## src/design/sdpg_pkg.sv

```systemverilog
`timescale 1ns / 1ps

package sdpg_pkg;

    localparam logic [2:0] OP_TICK      = 3'd0;
    localparam logic [2:0] OP_START     = 3'd1;
    localparam logic [2:0] OP_STOP      = 3'd2;
    localparam logic [2:0] OP_ABORT     = 3'd3;
    localparam logic [2:0] OP_SET_DIR   = 3'd4;
    localparam logic [2:0] OP_SET_FLAPS = 3'd5;

    localparam logic [2:0] EV_NONE      = 3'd0;
    localparam logic [2:0] EV_STARTED   = 3'd1;
    localparam logic [2:0] EV_STOPPED   = 3'd2;
    localparam logic [2:0] EV_DIR_CHG   = 3'd3;
    localparam logic [2:0] EV_CLOSED    = 3'd4;
    localparam logic [2:0] EV_IN_OPEN   = 3'd5;
    localparam logic [2:0] EV_OUT_OPEN  = 3'd6;
    localparam logic [2:0] EV_EMERGENCY = 3'd7;

    localparam logic [1:0] PH_SAMPLE    = 2'd0;
    localparam logic [1:0] PH_STEP_LOW  = 2'd1;
    localparam logic [1:0] PH_STEP_HIGH = 2'd2;
    localparam logic [1:0] PH_BLOCKED   = 2'd3;

    localparam logic [1:0] FLAP_CLOSE_BOTH = 2'd0;
    localparam logic [1:0] FLAP_OPEN_IN    = 2'd1;
    localparam logic [1:0] FLAP_OPEN_OUT   = 2'd2;

    localparam logic [2:0] REG_HALF_PERIOD  = 3'd0;
    localparam logic [2:0] REG_BLOCKED_WAIT = 3'd1;
    localparam logic [2:0] REG_HOME_BIT     = 3'd2;
    localparam logic [2:0] REG_END_BIT      = 3'd3;
    localparam logic [2:0] REG_CLOSE_BOTH   = 3'd4;
    localparam logic [2:0] REG_OPEN_INPUT   = 3'd5;
    localparam logic [2:0] REG_OPEN_OUTPUT  = 3'd6;

    localparam int unsigned CFG_WIDTH = 24;

    localparam logic [7:0] STATUS_INV_MASK = 8'h80;

    typedef struct packed {
        logic home;
        logic lim_end;
    } t_lim;

endpackage

```

## src/design/sdpg_limits.sv

```systemverilog
`timescale 1ns / 1ps

module sdpg_limits
    import sdpg_pkg::*;
(
    input  logic [7:0] i_status_byte,
    input  logic [2:0] i_home_bit,
    input  logic [2:0] i_end_bit,
    output t_lim       o_lim
);

    logic [7:0] status_fixed;

    // bit 7 of the status port arrives inverted
    assign status_fixed  = i_status_byte ^ STATUS_INV_MASK;
    assign o_lim.home    = status_fixed[i_home_bit];
    assign o_lim.lim_end = status_fixed[i_end_bit];

endmodule

```

## src/design/step_dir_pulse_generator_with_limits_unit.sv

```systemverilog
`timescale 1ns / 1ps
// Stepper step/direction pulse generator with home and end limit switches.
// Input channel (i_in_valid / o_in_stall) carries one tick or command per
// transfer; output channel (o_out_valid / i_out_stall) returns exactly one
// result per input transfer, in order.
// An accepted item is held in the input register, then its result lands in
// the output register, which drives the outputs. Throughput is one item per
// clock while the receiver does not stall: the state update for an item is a
// single pass through the step/limit logic between the input register and
// the output register.
// When the receiver stalls, the result stays in the output register and the
// input register holds the next item; o_in_stall rises only when both are
// full, so no item is lost or repeated.
// Reset (synchronous, active low) clears both valid flags, returns the motor
// to idle in the sample phase, direction forward, published limits zero, and
// loads the configuration registers with their defaults.
// Configuration writes (i_cfg_we) take effect at the next edge; the user must
// make them only while the block is idle, as the block does not enforce this.

module step_dir_pulse_generator_with_limits_unit
    import sdpg_pkg::*;
#(
    parameter int COUNTER_WIDTH = 24
) (
    input  logic                 i_clk,
    input  logic                 i_rst_n,

    input  logic                 i_cfg_we,
    input  logic [2:0]           i_cfg_index,
    input  logic [CFG_WIDTH-1:0] i_cfg_wdata,

    input  logic                 i_in_valid,
    output logic                 o_in_stall,
    input  logic [2:0]           i_operation,
    input  logic [7:0]           i_status_byte,
    input  logic                 i_new_direction,
    input  logic [1:0]           i_flap_select,

    output logic                 o_out_valid,
    input  logic                 i_out_stall,
    output logic [1:0]           o_step_port_byte,
    output logic                 o_step_port_write,
    output logic [7:0]           o_flap_port_byte,
    output logic                 o_flap_port_write,
    output logic                 o_limit_home,
    output logic                 o_limit_end,
    output logic                 o_limits_changed,
    output logic                 o_is_running,
    output logic [2:0]           o_event_code
);

    // configuration
    logic [CFG_WIDTH-1:0] r_half_period;
    logic [CFG_WIDTH-1:0] r_blocked_wait;
    logic [2:0]           r_home_bit;
    logic [2:0]           r_end_bit;
    logic [7:0]           r_close_both;
    logic [7:0]           r_open_input;
    logic [7:0]           r_open_output;

    // input register
    logic       r_in_valid;
    logic [2:0] r_op;
    logic [7:0] r_status;
    logic       r_ndir;
    logic [1:0] r_fsel;

    // motion state
    logic                     r_run_mode,   n_run_mode;
    logic [1:0]               r_phase,      n_phase;
    logic [COUNTER_WIDTH-1:0] r_cnt,        n_cnt;
    logic                     r_dir,        n_dir;
    logic                     r_latched,    n_latched;
    logic [1:0]               r_pub,        n_pub;

    // output register
    logic       r_out_valid;
    logic [1:0] r_sbyte,   n_sbyte;
    logic       r_swrite,  n_swrite;
    logic [7:0] r_fbyte,   n_fbyte;
    logic       r_fwrite,  n_fwrite;
    logic       r_changed, n_changed;
    logic [2:0] r_event,   n_event;

    logic                     advance;
    logic                     in_take;
    t_lim                     lim;
    logic [1:0]               lim_bits;
    logic                     allowed;
    logic                     cnt_low;
    logic [COUNTER_WIDTH+CFG_WIDTH-1:0] half_ext;
    logic [COUNTER_WIDTH+CFG_WIDTH-1:0] wait_ext;
    logic [COUNTER_WIDTH-1:0] half_cnt;
    logic [COUNTER_WIDTH-1:0] wait_cnt;

    assign advance    = r_in_valid && (!r_out_valid || !i_out_stall);
    assign in_take    = i_in_valid && !o_in_stall;
    assign o_in_stall = r_in_valid && !advance;

    sdpg_limits u_limits (
        .i_status_byte (r_status),
        .i_home_bit    (r_home_bit),
        .i_end_bit     (r_end_bit),
        .o_lim         (lim)
    );

    assign lim_bits = {lim.lim_end, lim.home};
    assign allowed  = r_dir ? !lim.home : !lim.lim_end;
    assign cnt_low  = (r_cnt[COUNTER_WIDTH-1:1] == '0);

    // fit the 24-bit registers to the counter width
    assign half_ext = {{COUNTER_WIDTH{1'b0}}, r_half_period};
    assign wait_ext = {{COUNTER_WIDTH{1'b0}}, r_blocked_wait};
    assign half_cnt = half_ext[COUNTER_WIDTH-1:0];
    assign wait_cnt = wait_ext[COUNTER_WIDTH-1:0];

    always_comb begin
        n_run_mode = r_run_mode;
        n_phase    = r_phase;
        n_cnt      = r_cnt;
        n_dir      = r_dir;
        n_latched  = r_latched;
        n_pub      = r_pub;
        n_sbyte    = 2'b00;
        n_swrite   = 1'b0;
        n_fbyte    = 8'h00;
        n_fwrite   = 1'b0;
        n_changed  = 1'b0;
        n_event    = EV_NONE;
        case (r_op)
            OP_TICK: begin
                if (r_run_mode) begin
                    if (r_phase == PH_SAMPLE || (cnt_low && r_phase != PH_STEP_LOW)) begin
                        n_pub     = lim_bits;
                        n_changed = (lim_bits != r_pub);
                        if (!allowed) begin
                            n_phase = PH_BLOCKED;
                            n_cnt   = wait_cnt;
                        end else begin
                            n_latched = r_dir;
                            n_sbyte   = {r_dir, 1'b0};
                            n_swrite  = 1'b1;
                            n_phase   = PH_STEP_LOW;
                            n_cnt     = half_cnt;
                        end
                    end else if (cnt_low) begin
                        n_sbyte  = {r_latched, 1'b1};
                        n_swrite = 1'b1;
                        n_phase  = PH_STEP_HIGH;
                        n_cnt    = half_cnt;
                    end else begin
                        n_cnt = r_cnt - COUNTER_WIDTH'(1);
                    end
                end
            end
            OP_START: begin
                if (!r_run_mode) begin
                    n_run_mode = 1'b1;
                    n_phase    = PH_SAMPLE;
                    n_cnt      = '0;
                    n_event    = EV_STARTED;
                end
            end
            OP_STOP: begin
                if (r_run_mode) begin
                    n_run_mode = 1'b0;
                    n_phase    = PH_SAMPLE;
                    n_cnt      = '0;
                    n_event    = EV_STOPPED;
                end
            end
            OP_ABORT: begin
                n_pub      = lim_bits;
                n_changed  = (lim_bits != r_pub);
                n_run_mode = 1'b0;
                n_phase    = PH_SAMPLE;
                n_cnt      = '0;
                n_event    = EV_EMERGENCY;
            end
            OP_SET_DIR: begin
                if (r_ndir != r_dir) begin
                    n_dir   = r_ndir;
                    n_event = EV_DIR_CHG;
                end
            end
            OP_SET_FLAPS: begin
                case (r_fsel)
                    FLAP_CLOSE_BOTH: begin
                        n_fbyte  = r_close_both;
                        n_fwrite = 1'b1;
                        n_event  = EV_CLOSED;
                    end
                    FLAP_OPEN_IN: begin
                        n_fbyte  = r_open_input;
                        n_fwrite = 1'b1;
                        n_event  = EV_IN_OPEN;
                    end
                    FLAP_OPEN_OUT: begin
                        n_fbyte  = r_open_output;
                        n_fwrite = 1'b1;
                        n_event  = EV_OUT_OPEN;
                    end
                    default: begin
                        n_fwrite = 1'b0;
                    end
                endcase
            end
            default: begin
                n_event = EV_NONE;
            end
        endcase
    end

    // configuration registers
    always_ff @(posedge i_clk) begin
        if (!i_rst_n) begin
            r_half_period  <= CFG_WIDTH'(1000);
            r_blocked_wait <= CFG_WIDTH'(25000);
            r_home_bit     <= 3'd0;
            r_end_bit      <= 3'd1;
            r_close_both   <= 8'h00;
            r_open_input   <= 8'h00;
            r_open_output  <= 8'h00;
        end else if (i_cfg_we) begin
            case (i_cfg_index)
                REG_HALF_PERIOD:  r_half_period  <= i_cfg_wdata;
                REG_BLOCKED_WAIT: r_blocked_wait <= i_cfg_wdata;
                REG_HOME_BIT:     r_home_bit     <= i_cfg_wdata[2:0];
                REG_END_BIT:      r_end_bit      <= i_cfg_wdata[2:0];
                REG_CLOSE_BOTH:   r_close_both   <= i_cfg_wdata[7:0];
                REG_OPEN_INPUT:   r_open_input   <= i_cfg_wdata[7:0];
                REG_OPEN_OUTPUT:  r_open_output  <= i_cfg_wdata[7:0];
                default: begin
                end
            endcase
        end
    end

    // input register
    always_ff @(posedge i_clk) begin
        if (!i_rst_n) begin
            r_in_valid <= 1'b0;
        end else if (in_take) begin
            r_in_valid <= 1'b1;
        end else if (advance) begin
            r_in_valid <= 1'b0;
        end
    end

    always_ff @(posedge i_clk) begin
        if (in_take) begin
            r_op     <= i_operation;
            r_status <= i_status_byte;
            r_ndir   <= i_new_direction;
            r_fsel   <= i_flap_select;
        end
    end

    // motion state moves with each transfer into the output register
    always_ff @(posedge i_clk) begin
        if (!i_rst_n) begin
            r_run_mode <= 1'b0;
            r_phase    <= PH_SAMPLE;
            r_cnt      <= '0;
            r_dir      <= 1'b0;
            r_latched  <= 1'b0;
            r_pub      <= 2'b00;
        end else if (advance) begin
            r_run_mode <= n_run_mode;
            r_phase    <= n_phase;
            r_cnt      <= n_cnt;
            r_dir      <= n_dir;
            r_latched  <= n_latched;
            r_pub      <= n_pub;
        end
    end

    // output register
    always_ff @(posedge i_clk) begin
        if (!i_rst_n) begin
            r_out_valid <= 1'b0;
        end else if (advance) begin
            r_out_valid <= 1'b1;
        end else if (!i_out_stall) begin
            r_out_valid <= 1'b0;
        end
    end

    always_ff @(posedge i_clk) begin
        if (advance) begin
            r_sbyte   <= n_sbyte;
            r_swrite  <= n_swrite;
            r_fbyte   <= n_fbyte;
            r_fwrite  <= n_fwrite;
            r_changed <= n_changed;
            r_event   <= n_event;
        end
    end

    assign o_out_valid       = r_out_valid;
    assign o_step_port_byte  = r_sbyte;
    assign o_step_port_write = r_swrite;
    assign o_flap_port_byte  = r_fbyte;
    assign o_flap_port_write = r_fwrite;
    assign o_limit_home      = r_pub[0];
    assign o_limit_end       = r_pub[1];
    assign o_limits_changed  = r_changed;
    assign o_is_running      = r_run_mode;
    assign o_event_code      = r_event;

    a_phase_only_running: assert property (@(posedge i_clk) disable iff (!i_rst_n)
        (r_phase != PH_SAMPLE) |-> r_run_mode)
        else $error("step phase active while idle");

    a_stall_needs_full: assert property (@(posedge i_clk) disable iff (!i_rst_n)
        o_in_stall |-> (r_in_valid && r_out_valid && i_out_stall))
        else $error("input stalled with room in the pipe");

    a_held_result: assert property (@(posedge i_clk) disable iff (!i_rst_n)
        (r_out_valid && i_out_stall) |=> (r_out_valid && $stable(r_event)
            && $stable(r_pub) && $stable(r_run_mode)))
        else $error("result or state changed while output stalled");

    a_step_byte_clean: assert property (@(posedge i_clk) disable iff (!i_rst_n)
        (r_out_valid && !r_swrite) |-> (r_sbyte == 2'b00))
        else $error("step byte nonzero without a write");

    a_flap_event: assert property (@(posedge i_clk) disable iff (!i_rst_n)
        (r_out_valid && r_fwrite) |-> (r_event == EV_CLOSED || r_event == EV_IN_OPEN
            || r_event == EV_OUT_OPEN))
        else $error("flap write without a flap event");

endmodule

```

## config.mk

```make
export PLATFORM = sky130hd
export DESIGN_NAME = step_dir_pulse_generator_with_limits_unit
export DESIGN_NICKNAME = d
export VERILOG_FILES = /design/src/design/sdpg_pkg.sv /design/src/design/sdpg_limits.sv /design/src/design/step_dir_pulse_generator_with_limits_unit.sv
export SDC_FILE = /design/constraint.sdc
export NUM_CORES = 1
export LEC_CHECK = 0
export BUFFER_PORTS_ARGS = -buffer_cell sky130_fd_sc_hd__buf_2
export CAP_MARGIN = 20
export CORE_MARGIN = 2
export CORE_UTILIZATION = 53
export CTS_CLUSTER_SIZE = 25
export DETAILED_ROUTE_END_ITERATION = 8
export GPL_ROUTABILITY_DRIVEN = 0
export PLACE_DENSITY = 0.86
export REMOVE_ABC_BUFFERS = 1
export SLEW_MARGIN = 20
export SYNTH_ARGS = -nofsm -noshare
export SYNTH_HDL_FRONTEND = slang
export SYNTH_SLANG_ARGS = --single-unit
```

## constraint.sdc

```tcl
create_clock -name i_clk -period 2.7 [get_ports i_clk]
set_input_delay 0.54 -clock i_clk [delete_from_list [all_inputs] [get_ports i_clk]]
set_output_delay 0.54 -clock i_clk [all_outputs]
set_load 0.01 [all_outputs]
```

# After elaboration in Yosys (flattened, before gate mapping)
# Index checks and enable logic that the tools add are counted.
# totals
word_cells	131
ff_bits	141
# classes
add_sub_neg	1
n_eq_ne	22
mux	43
bitwise	1
magnitude_cmp	2
n_reduce_logical	37
# op_table
operator	n
$mux W24	6
$pmux W24 S4	1
$mux W2	13
$pmux W8 S3	1
$sub A24 B1 Y24 const B	1
$logic_not A23 Y1	1
$reduce_and A2 Y1	9
$eq A3 B3 Y1 const B	5
$pmux W3 S5	1
$mux W1	14
$eq A3 B2 Y1 const B	4
$reduce_and A5 Y1	2
$pmux W3 S3	1
$lt A3 B4 Y1 const B	2
$ne A2 B2 Y1 const B	4
$pmux W2 S4	1
$bmux W1 S3	2
$eq A3 B1 Y1 const B	2
$logic_not A1 Y1	6
$logic_not A3 Y1	2
$reduce_and A6 Y1	1
$reduce_bool A2 Y1	3
$logic_and A1 B1 Y1	4
$logic_not A2 Y1	2
other kinds (15)	18

# Longest topological paths before layout
# Gate-level depths: netlist of run 1.
# depth
ltp_word	9
mapped_depth	9

# Cells and area by module
# Synthesis of run 1 repeated with hierarchy kept, for this count alone.
# hier_totals
cells_unflattened	822
area_unflattened_um2	7036.7
# modules_own_cells
module	n_inst	seq_area_each_um2	area_each_um2	cells_per_inst
step_dir_pulse_generator_with_limits_unit	1	3123.0	6905.4	815
sdpg_limits	1	0.0	131.4	7

# Worst setup path before layout of run 1
# Ideal clock, no wire load.
# synth_timing
kind	register to register
startpoint	reg r_cnt[11]
endpoint	reg r_cnt[21]
path_buffers	1
required_ns	2.561
slack_ns	-0.046
path_stages_with_launch	8
arrival_ns	2.607
path_cell_list	dfxtp_1 > or4_4 > or4_4 > buf_6 > or4b_4 > or3_1 > mux2i_1 > a22oi_1
# synth_between
elab_chain_cells	6
# synth_rtl
element	line	source
start, declared	step_dir_pulse_generator_with_limits_unit.sv:71	logic [COUNTER_WIDTH-1:0] r_cnt, n_cnt;
start signal, assigned	step_dir_pulse_generator_with_limits_unit.sv:271	r_cnt <= n_cnt;
parallel branches: the longest is 3 deep, another holds $sub A24 B1 Y24	--	
$mux W24 *	step_dir_pulse_generator_with_limits_unit.sv:133	if (r_phase == PH_SAMPLE || (cnt_low && r_phase != PH_STEP_LOW)) begin
$mux W24 *	step_dir_pulse_generator_with_limits_unit.sv:132	if (r_run_mode) begin
$pmux W24 S4 *	step_dir_pulse_generator_with_limits_unit.sv:130	case (r_op)
# Mark *: on every way between the ends. The select of a mux whose other input is x is not followed.
# A chain may end at the register's enable or synchronous reset.

# Final worst setup path of run 1
# layout_timing
startpoint	reg r_cnt[2]
endpoint	reg r_cnt[21]
# Same word-level chain as after synthesis.

==> results.toml, run 1 <==
[drt]
drc_errors = 0
wl_per_cell_um = 17.1
via_per_inst = 6.01
num_vias = 6066
highest_layer = "met4"
firstDrtPassIters = 6
ant_nets = 0
wl_met1_um = 7200
first_iter_violations = 555
wl_met2_um = 8380
wl_met3_um = 1150
routed_wl_um = 17300

[power]
switching_share_pct = 22.9
intPower_uw = 3880
sequentialPowerShare_pct = 44.7
total_power_uw = 5030
combPwrFrac_pct = 6.6
clockPowerShare_pct = 48.8
vdd.ir_drop.worst_v = 0.000464
power_switching_uw = 1150
p_leak_uw = 0.00305
power_per_cell_area_nw_per_um2 = 644

[cts]
cts_tree = "yes"
cts.htree.levels = 4
cts_sinks = 141
clock-root-buffer = "clkbuf_16"
path_clk_slew_ps = 60
clock_latency_ps = 420
clock_path_buffers = 2
cts_buffers = 17
postCtsHoldBufs = 0

[sta]
rsz0062_at_grt = "yes"
fin_skew_ps = 4.95
final.period_utilization_pct = 98.5
final-setup-viol-count = 0
relSlewSlack_pct = 43.9
period_minus_slack_ps = 2660
worst_slew_pin_slew_ps = 841
fmax_mhz = 376
slew_violations = 0
hold_viol = 0

[critical_path]
reg2reg_depth = 6
endpoint_kind = "flop"
critPathRequiredTime_ps = 3050
worstSetupPathType = "reg -> reg"
start_kind = "flop"
worst-endpoint-arrival_ps = 3010
worst-path-max-fanout = 5

[cells_and_area]
final_cell_mix = "nand2_1 (180), dfxtp_1 (111), a21oi_1 (89)"
area_delta_synth_final_pct = 22.3
stdcell_count = 1010
drive_above_1_share_pct = 20.0
layout_commonest_cell = "nand2_1"
fin_nets = 898
antenna_cells = 0
nFillCells = 945

[global_route]
grt_pass1_vias = 5830
track_usage_pct = 27.5
antenna_found_initial = 0
grt_pass1_wl_um = 28000
grt.overflow.total = 0
grt_max_degree = 81

[placement]
dp.cells = 977
portBuffers = 66
post-dp-hpwl_um = 11600

[job]
max_cap_violations = 0

[logic_synthesis]
ys_warn_count = 0
synth_area_um2 = 6390
dominantRegCellSynth = "dfxtp_1"
synth_area_per_cell_um2 = 8.50
async_flop_share_pct = 0
syn_inst = 752
ys_ff_latch = 141
synth-edff-count = 30
seq_area_frac_synth_pct = 48.9
yosys.cell_types.count = 63

[floorplan]
fp.dieArea_um2 = 13000
num_io_pins = 67
floorplan.initialDensity_pct = 53.7
row_count = 40
core-area_um2 = 11900
die_w_um = 114
chipHeight_um = 114

[status]
status = "finished clean"

[min_path]
hp-class = "in -> reg"
whs_path_depth = 1
[cells by family after synthesis]
group	synth area share (%)
multiplexers	3.93
XOR/XNOR	2.19
AO/OA/AOI/OAI	17.5
flip-flops	48.9
buffers and inverters	3.11
adder cells (fa/ha/maj)	0.391
AND/OR/NAND/NOR	24.0
[flip-flops by register name, indices dropped and copies added (netlist names), 8 cells and up]
name,count
r_cnt,24
o_flap_port_byte,8
r_open_input,8
r_blocked_wait,24
r_status,8
r_close_both,8
half_cnt,24
r_open_output,8
[power groups by stage]
stage / registers [uW] / logic, uW / clock network [uW]
after global routing: 2250 / 359 / 2560
after floorplan: 2290 / 161 / 0
after global placement: 2290 / 311 / 0
final: 2250 / 330 / 2450
after detailed placement: 2290 / 320 / 0
after CTS: 2250 / 324 / 2460
[cell usage after synthesis (2+ instances only)]
library cell	number	area, um^2
nand2_1	180	676
dfxtp_1	111	2220
a21oi_1	90	450
nor2_1	56	210
clkbuf_1	35	131
edfxtp_1	30	901
nand3_1	27	135
mux2i_1	24	240
o21ai_0	21	105
nor3_1	14	70.1
o221ai_1	11	96.3
a211oi_1	10	75.1
nor2b_1	10	62.6
inv_1	9	33.8
nand2b_1	9	56.3
xnor2_1	9	78.8
a31oi_1	7	43.8
nor4_1	7	43.8
or4_1	7	52.6
xor2_1	7	61.3
a32oi_1	6	52.6
nand3b_1	5	37.5
o21a_1	4	30.0
or3_1	4	25.0
a22oi_1	3	22.5
and2_1	3	18.8
and3_1	3	18.8
buf_2	3	15.0
a21bo_2	2	20.0
a21o_1	2	15.0
a221o_1	2	20.0
a311oi_1	2	17.5
ha_1	2	25.0
nand4_1	2	12.5
nor3b_1	2	15.0
o211ai_1	2	15.0
o22ai_1	2	12.5
o32ai_1	2	17.5
or3b_2	2	17.5
or4_4	2	22.5
[through the flow]
stage          hold slack (ps)  setup TNS, ps  worst slack [ps]  util (%)  area [um^2]
2_1_floorplan              433          -6260              -442         -         6230
3_3_place_gp               441              0              66.4      59.9         7140
3_5_place_dp               449          -60.2             -37.5      59.9         7140
4_1_cts                    276              0              16.5      65.2         7770
5_1_grt                    269          -79.9             -63.4      65.6         7820
6_report                   288              0              40.8      65.6         7820
[routing by layer]
metal | global-route usage, % | vias up
met2 | 46.2 | 263
met3 | 6.43 | 58
li1 | - | 2875
met5 | 0 | -
met1 | 33.0 | 2870
met4 | 14.1 | 0
[worst max-delay path, cell delays in order, from the launching register on]
cell     delay, ps
dfxtp_1        310
or4_4          550
or4_4          540
or4b_4         560
or3_4          340
mux2i_1        120
a22oi_1        170
[cell type report]
class,instances,area [um^2],share of cell area (%)
clock buffers,18,429,5.49
clock inverters,14,190,2.43
inverters,10,37.5,0.480
multi-input cells,561,3130,40.0
flip-flops and latches,141,3120,39.9
well taps,147,184,2.35
repair buffers,119,728,9.31
[path summary, 6_finish.rpt]
| check | start | to | slack, ps |
|---|---|---|---|
| setup / recovery | r_cnt[2] | r_cnt[21] | 40 |
| hold / removal | i_status_byte[5] | r_status[5] | 290 |
| setup reg to reg | r_cnt[2] | r_cnt[21] | 40 |
| hold reg to reg | r_open_output[3] | r_open_output[3] | 450 |
[what timing repair did]
action | 4_1_cts | 5_1_grt
setup buffers | 0 | 1
pin swaps | 0 | 6
endpoints found under the setup margin | 4 | 13
gates resized for setup | 2 | 9
cloned | 0 | 0
endpoints found under the hold margin | 0 | 0
Note: power is estimated with default switching activity, not from simulation.
==> inputs of run 2 (changes only) <==
Settings changed: ABC_AREA set to 1, CELL_PAD_IN_SITES_DETAIL_PLACEMENT set to 1, CELL_PAD_IN_SITES_GLOBAL_PLACEMENT set to 2, CORE_UTILIZATION 53 to 30, PLACE_DENSITY 0.86 to 0.85.
==> results.toml, run 2 <==
[critical_path]
start_kind = "flop"
endpoint_kind = "flop"
worst-path-max-fanout = 16
worst-endpoint-arrival_ps = 2620
critPathRequiredTime_ps = 3050
worstSetupPathType = "reg -> reg"

[power]
p_leak_uw = 0.00370
power_per_cell_area_nw_per_um2 = 618
vdd.ir_drop.worst_v = 0.000275

[drt]
num_vias = 6570
wl_per_cell_um = 15.3
via_per_inst = 4.87
ant_nets = 0
firstDrtPassIters = 4
drc_errors = 0
routed_wl_um = 20600
first_iter_violations = 364

[cts]
cts.htree.levels = 4
cts_setup_buffers = 0
cts_buffers = 17
path_clk_slew_ps = 70
clock_latency_ps = 430
cts_tree = "yes"
clock-root-buffer = "clkbuf_16"
clock_path_buffers = 2
cts_sinks = 141
postCtsHoldBufs = 0
cts_resized = 0

[global_route]
antenna_found_initial = 0
grt_max_degree = 46
track_usage_pct = 17.8
grt_pass1_vias = 6735
grt_pass1_wl_um = 34600
grt.overflow.total = 0

[placement]
dp_slack_ps = 478
portBuffers = 66
place_area_um2 = 7520
post-dp-hpwl_um = 14600

[cells_and_area]
drive_above_1_share_pct = 12.5
design_area_um2 = 8110
fin_nets = 1098
layout_commonest_cell = "nand2_1"
final_cell_mix = "nand2_1 (230), nor2_1 (168), nand3_1 (119)"
antenna_cells = 0
area_delta_synth_final_pct = 17.3

[logic_synthesis]
yosys.cell_types.count = 34
synth_area_um2 = 6920
synth_fa_ha_area_share_pct = 0.362
synth_top_area_cell = "dfxtp_1"
synth-edff-count = 30
async_flop_share_pct = 0
yosys-top-cells-count = "nand2_1 (230), nor2_1 (168), nand3_1 (119), dfxtp_1 (111), inv_1 (85)"
synth.most_common_cell = "nand2_1"
synth_xor_area_share_pct = 1.01
synth_top_family_by_area = "simple AND/OR/NAND/NOR gates"
ys_ff_latch = 141
synth_compound_area_share_pct = 11.8
ys_warn_count = 0
dominantRegCellSynth = "dfxtp_1"
syn_inst = 987
seq_area_frac_synth_pct = 45.2
synth_area_per_cell_um2 = 7.01
synth_mux_area_share_pct = 0
yosys.area.top_type_share_pct = 32.1
synth_simple_gate_area_share_pct = 33.7
synthTopCellsByArea = "dfxtp_1 (32%), edfxtp_1 (13%), nand2_1 (12%)"

[sta]
hold_viol = 0
fmax_mhz = 441
relSlewSlack_pct = 45.2
final-setup-viol-count = 0
period_minus_slack_ps = 2270
timing.hold.ws_ps = 278
final.period_utilization_pct = 83.9
fin_setup_tns_ps = 0
finalWorstSetupSlack_ps = 433
worst_slew_pin_slew_ps = 822
fin_skew_ps = 16.5
rsz0062_at_grt = "no"
slew_violations = 0

[floorplan]
core-area_um2 = 22600
fp.dieArea_um2 = 24300
chipHeight_um = 156
num_io_pins = 67
row_count = 55
floorplan.initialDensity_pct = 30.5
die_w_um = 156

[status]
status = "finished clean"

[job]
max_cap_violations = 0

[min_path]
hp-class = "in -> reg"
## run 2: cell count changes after synthesis, moves of 24 or more
cell     previous run  this run
nand3_1            27       119
nor2_1             56       168
o21ai_0            21        81
mux2i_1            24         0
a21oi_1            90        62
nand2_1           180       230
inv_1               9        85
## run 2: power by group
part	switching, uW	internal, uW
Combinational	258	118
Clock	953	1430
Sequential	35.4	2220
Total	1250	3770
## run 2: cell type report
type                       instances  area [um^2]
inverter                          90          338
clock inverter                    11          131
clock buffer                      21          462
sequential                       141         3120
tap                              285          357
timing repair buffer              83          458
multi-input combinational        717         3240
fill                            2837        14500
## run 2: critical path, cell delays in order, from the launching register on
cell,delay [ps]
dfxtp_1,360
nor2_1,160
nand2_1,120
nor2_4,180
nand4_1,120
nand2_1,520
buf_4,340
nor2_1,70
a21oi_1,120
nand2_1,70
a21oi_1,130
## run 2: worst paths after layout
check	cells past startpoint	slack [ps]	from	endpoint
worst min register to register	2	460	half_cnt[4]	half_cnt[4]
worst max-delay path	10	430	r_cnt[13]	r_cnt[18]
worst min-delay path	1	280	i_status_byte[6]	r_status[6]
worst max register to register	10	430	r_cnt[13]	r_cnt[18]
## run 2: routing by layer
layer | global-route usage [%] | up-vias | share of wire, %
met5 | 0 | - | 0
met4 | 4.85 | 0 | 0.88
met3 | 2.69 | 13 | 2.8
met2 | 30.3 | 78 | 47
met1 | 23.6 | 3142 | 49
li1 | - | 3337 | -
## run 2: kinds of logic (layout without fill, tap and decap cells)
kind of cell    Yosys count  in the layout
simple gates            551            551
compound gates          156            156
flops                   141            141
buf+inv                 129            205
xor+xnor                  8              8
fa+ha+maj                 2              2
## run 2: through the flow
stage	total power (uW)	utilization, %	std cells
6_report	5010	35.8	1348
5_1_grt	5200	35.8	1348
4_1_cts	5070	35.8	1348
3_5_place_dp	2680	33.2	1316
3_3_place_gp	2670	33.2	1316
2_1_floorplan	2500	-	948
==> inputs of run 3 (changes only) <==
Settings changed: ABC_AREA 1 to 0, CORE_UTILIZATION 30 to 32.
Clock period 2.7 ns to 1.9 ns, I/O delays scaled along.
==> results.toml, run 3 (same netlist as run 1, synthesis figures left out) <==
[status]
violations = "setup timing"
status = "complete, but fails checks"

[critical_path]
worst-endpoint-arrival_ps = 3000
critPathRequiredTime_ps = 2190
cpPeakStageDelay_ps = 580
start_kind = "flop"
critPathSlowestCell = "or4b_4"
endpoint_kind = "flop"
crit_chain = "or4_4 > or4b_4 > buf_6 > o31ai_4 > nand3_2 > buf_8 > o221ai_1 > a211oi_1"
worst-path-max-fanout = 6
worstSetupPathType = "reg -> reg"

[sta]
fmax_mhz = 370
relSlewSlack_pct = 54.8
final-setup-viol-count = 33
timing.hold.ws_ps = 115
worst_slew_pin_slew_ps = 678
fin_setup_tns_ps = -23280
hold_viol = 0
rsz0062_at_grt = "yes"
fin_skew_ps = 7.57
final.period_utilization_pct = 142
finalWorstSetupSlack_ps = -806
slew_violations = 0
period_minus_slack_ps = 2710

[placement]
portBuffers = 66
dp_slack_ps = -805
post-dp-hpwl_um = 14600

[drt]
firstDrtPassIters = 5
first_iter_violations = 323
wl_per_cell_um = 18.9
via_per_inst = 5.29
ant_nets = 0
routed_wl_um = 22900
drc_errors = 0
num_vias = 6419

[cells_and_area]
regArea_um2 = 3130
drive_above_1_share_pct = 33.4
nFillCells = 2305
antenna_cells = 0
layout_commonest_cell = "nand2_1"
area_delta_synth_final_pct = 41.6
fin_nets = 983
final_cell_mix = "nand2_1 (178), buf_4 (117), dfxtp_1 (107)"
multi_input_comb_area_um2 = 3510
final_util_pct = 46.4

[global_route]
grt.overflow.total = 0
track_usage_pct = 21.5
grt_pass1_vias = 6740
antenna_found_initial = 0
grt_pass1_wl_um = 36300
grt_max_degree = 56

[job]
max_cap_violations = 0

[cts]
clock_path_buffers = 2
cts_sinks = 141
cts_tree = "yes"
postCtsHoldBufs = 0
clock-root-buffer = "clkbuf_16"
clock_latency_ps = 440
cts.htree.levels = 4
path_clk_slew_ps = 70
cts_buffers = 17

[floorplan]
die_w_um = 145
core-area_um2 = 19500
num_io_pins = 67
floorplan.initialDensity_pct = 32.7
chipHeight_um = 145
row_count = 51
fp.dieArea_um2 = 21100

[power]
p_leak_uw = 0.00354
total_power_uw = 7060
power_per_cell_area_nw_per_um2 = 780
vdd.ir_drop.worst_v = 0.000550

[min_path]
hp-class = "in -> reg"
-- run 3: metal layers --
layer	routed length, um	part of all wire (%)	GRT usage, %	vias up
met5	0	0	0	-
met1	9990	44	26.4	3178
met2	11400	50	36.9	150
met3	881	3.8	4.15	50
met4	622	2.7	8.82	0
li1	-	-	-	3041
-- run 3: critical path, delay by kind of cell (launching register included) --
family                 cells  cell delay [ps]
AO/OA/AOI/OAI              3              560
buffers and inverters      2              350
flip-flops                 1              330
AND/OR/NAND/NOR            3             1310
-- run 3: where the power goes --
part	switching (uW)	total, uW	internal, uW
sequential	49.1	3180	3130
combinational	364	614	251
clock	1520	3260	1740
total	1940	7060	5130
-- run 3: final timing paths --
path / endpoint / slack [ps] / startpoint / cells after the start
max: r_cnt[19] / -810 / r_cnt[7] / 8
min: r_status[1] / 120 / i_status_byte[1] / 1
max reg2reg: r_cnt[19] / -810 / r_cnt[7] / 8
min reg2reg: r_close_both[5] / 450 / r_close_both[5] / 2
-- run 3: stage by stage --
stage | cells | cell area (um^2)
floorplan | 712 | 6230
global placement | 1158 | 7800
detailed placement | 1158 | 7800
CTS | 1203 | 8790
global route | 1213 | 9050
finish | 1213 | 9050
-- run 3: what timing repair did --
item	CTS	global route
endpoints found under the setup margin	33	33
cloned	2	0
buffers inserted	11	10
pin swaps	35	21
resized for setup	74	43
-- run 3: area by class of cell --
type                       instances  area share (%)
tap                              265            3.66
clock buffer                      17            4.70
clock inverter                    15            1.63
sequential                       141            34.6
inverter                          10           0.415
timing repair buffer             203            16.3
multi-input combinational        562            38.8
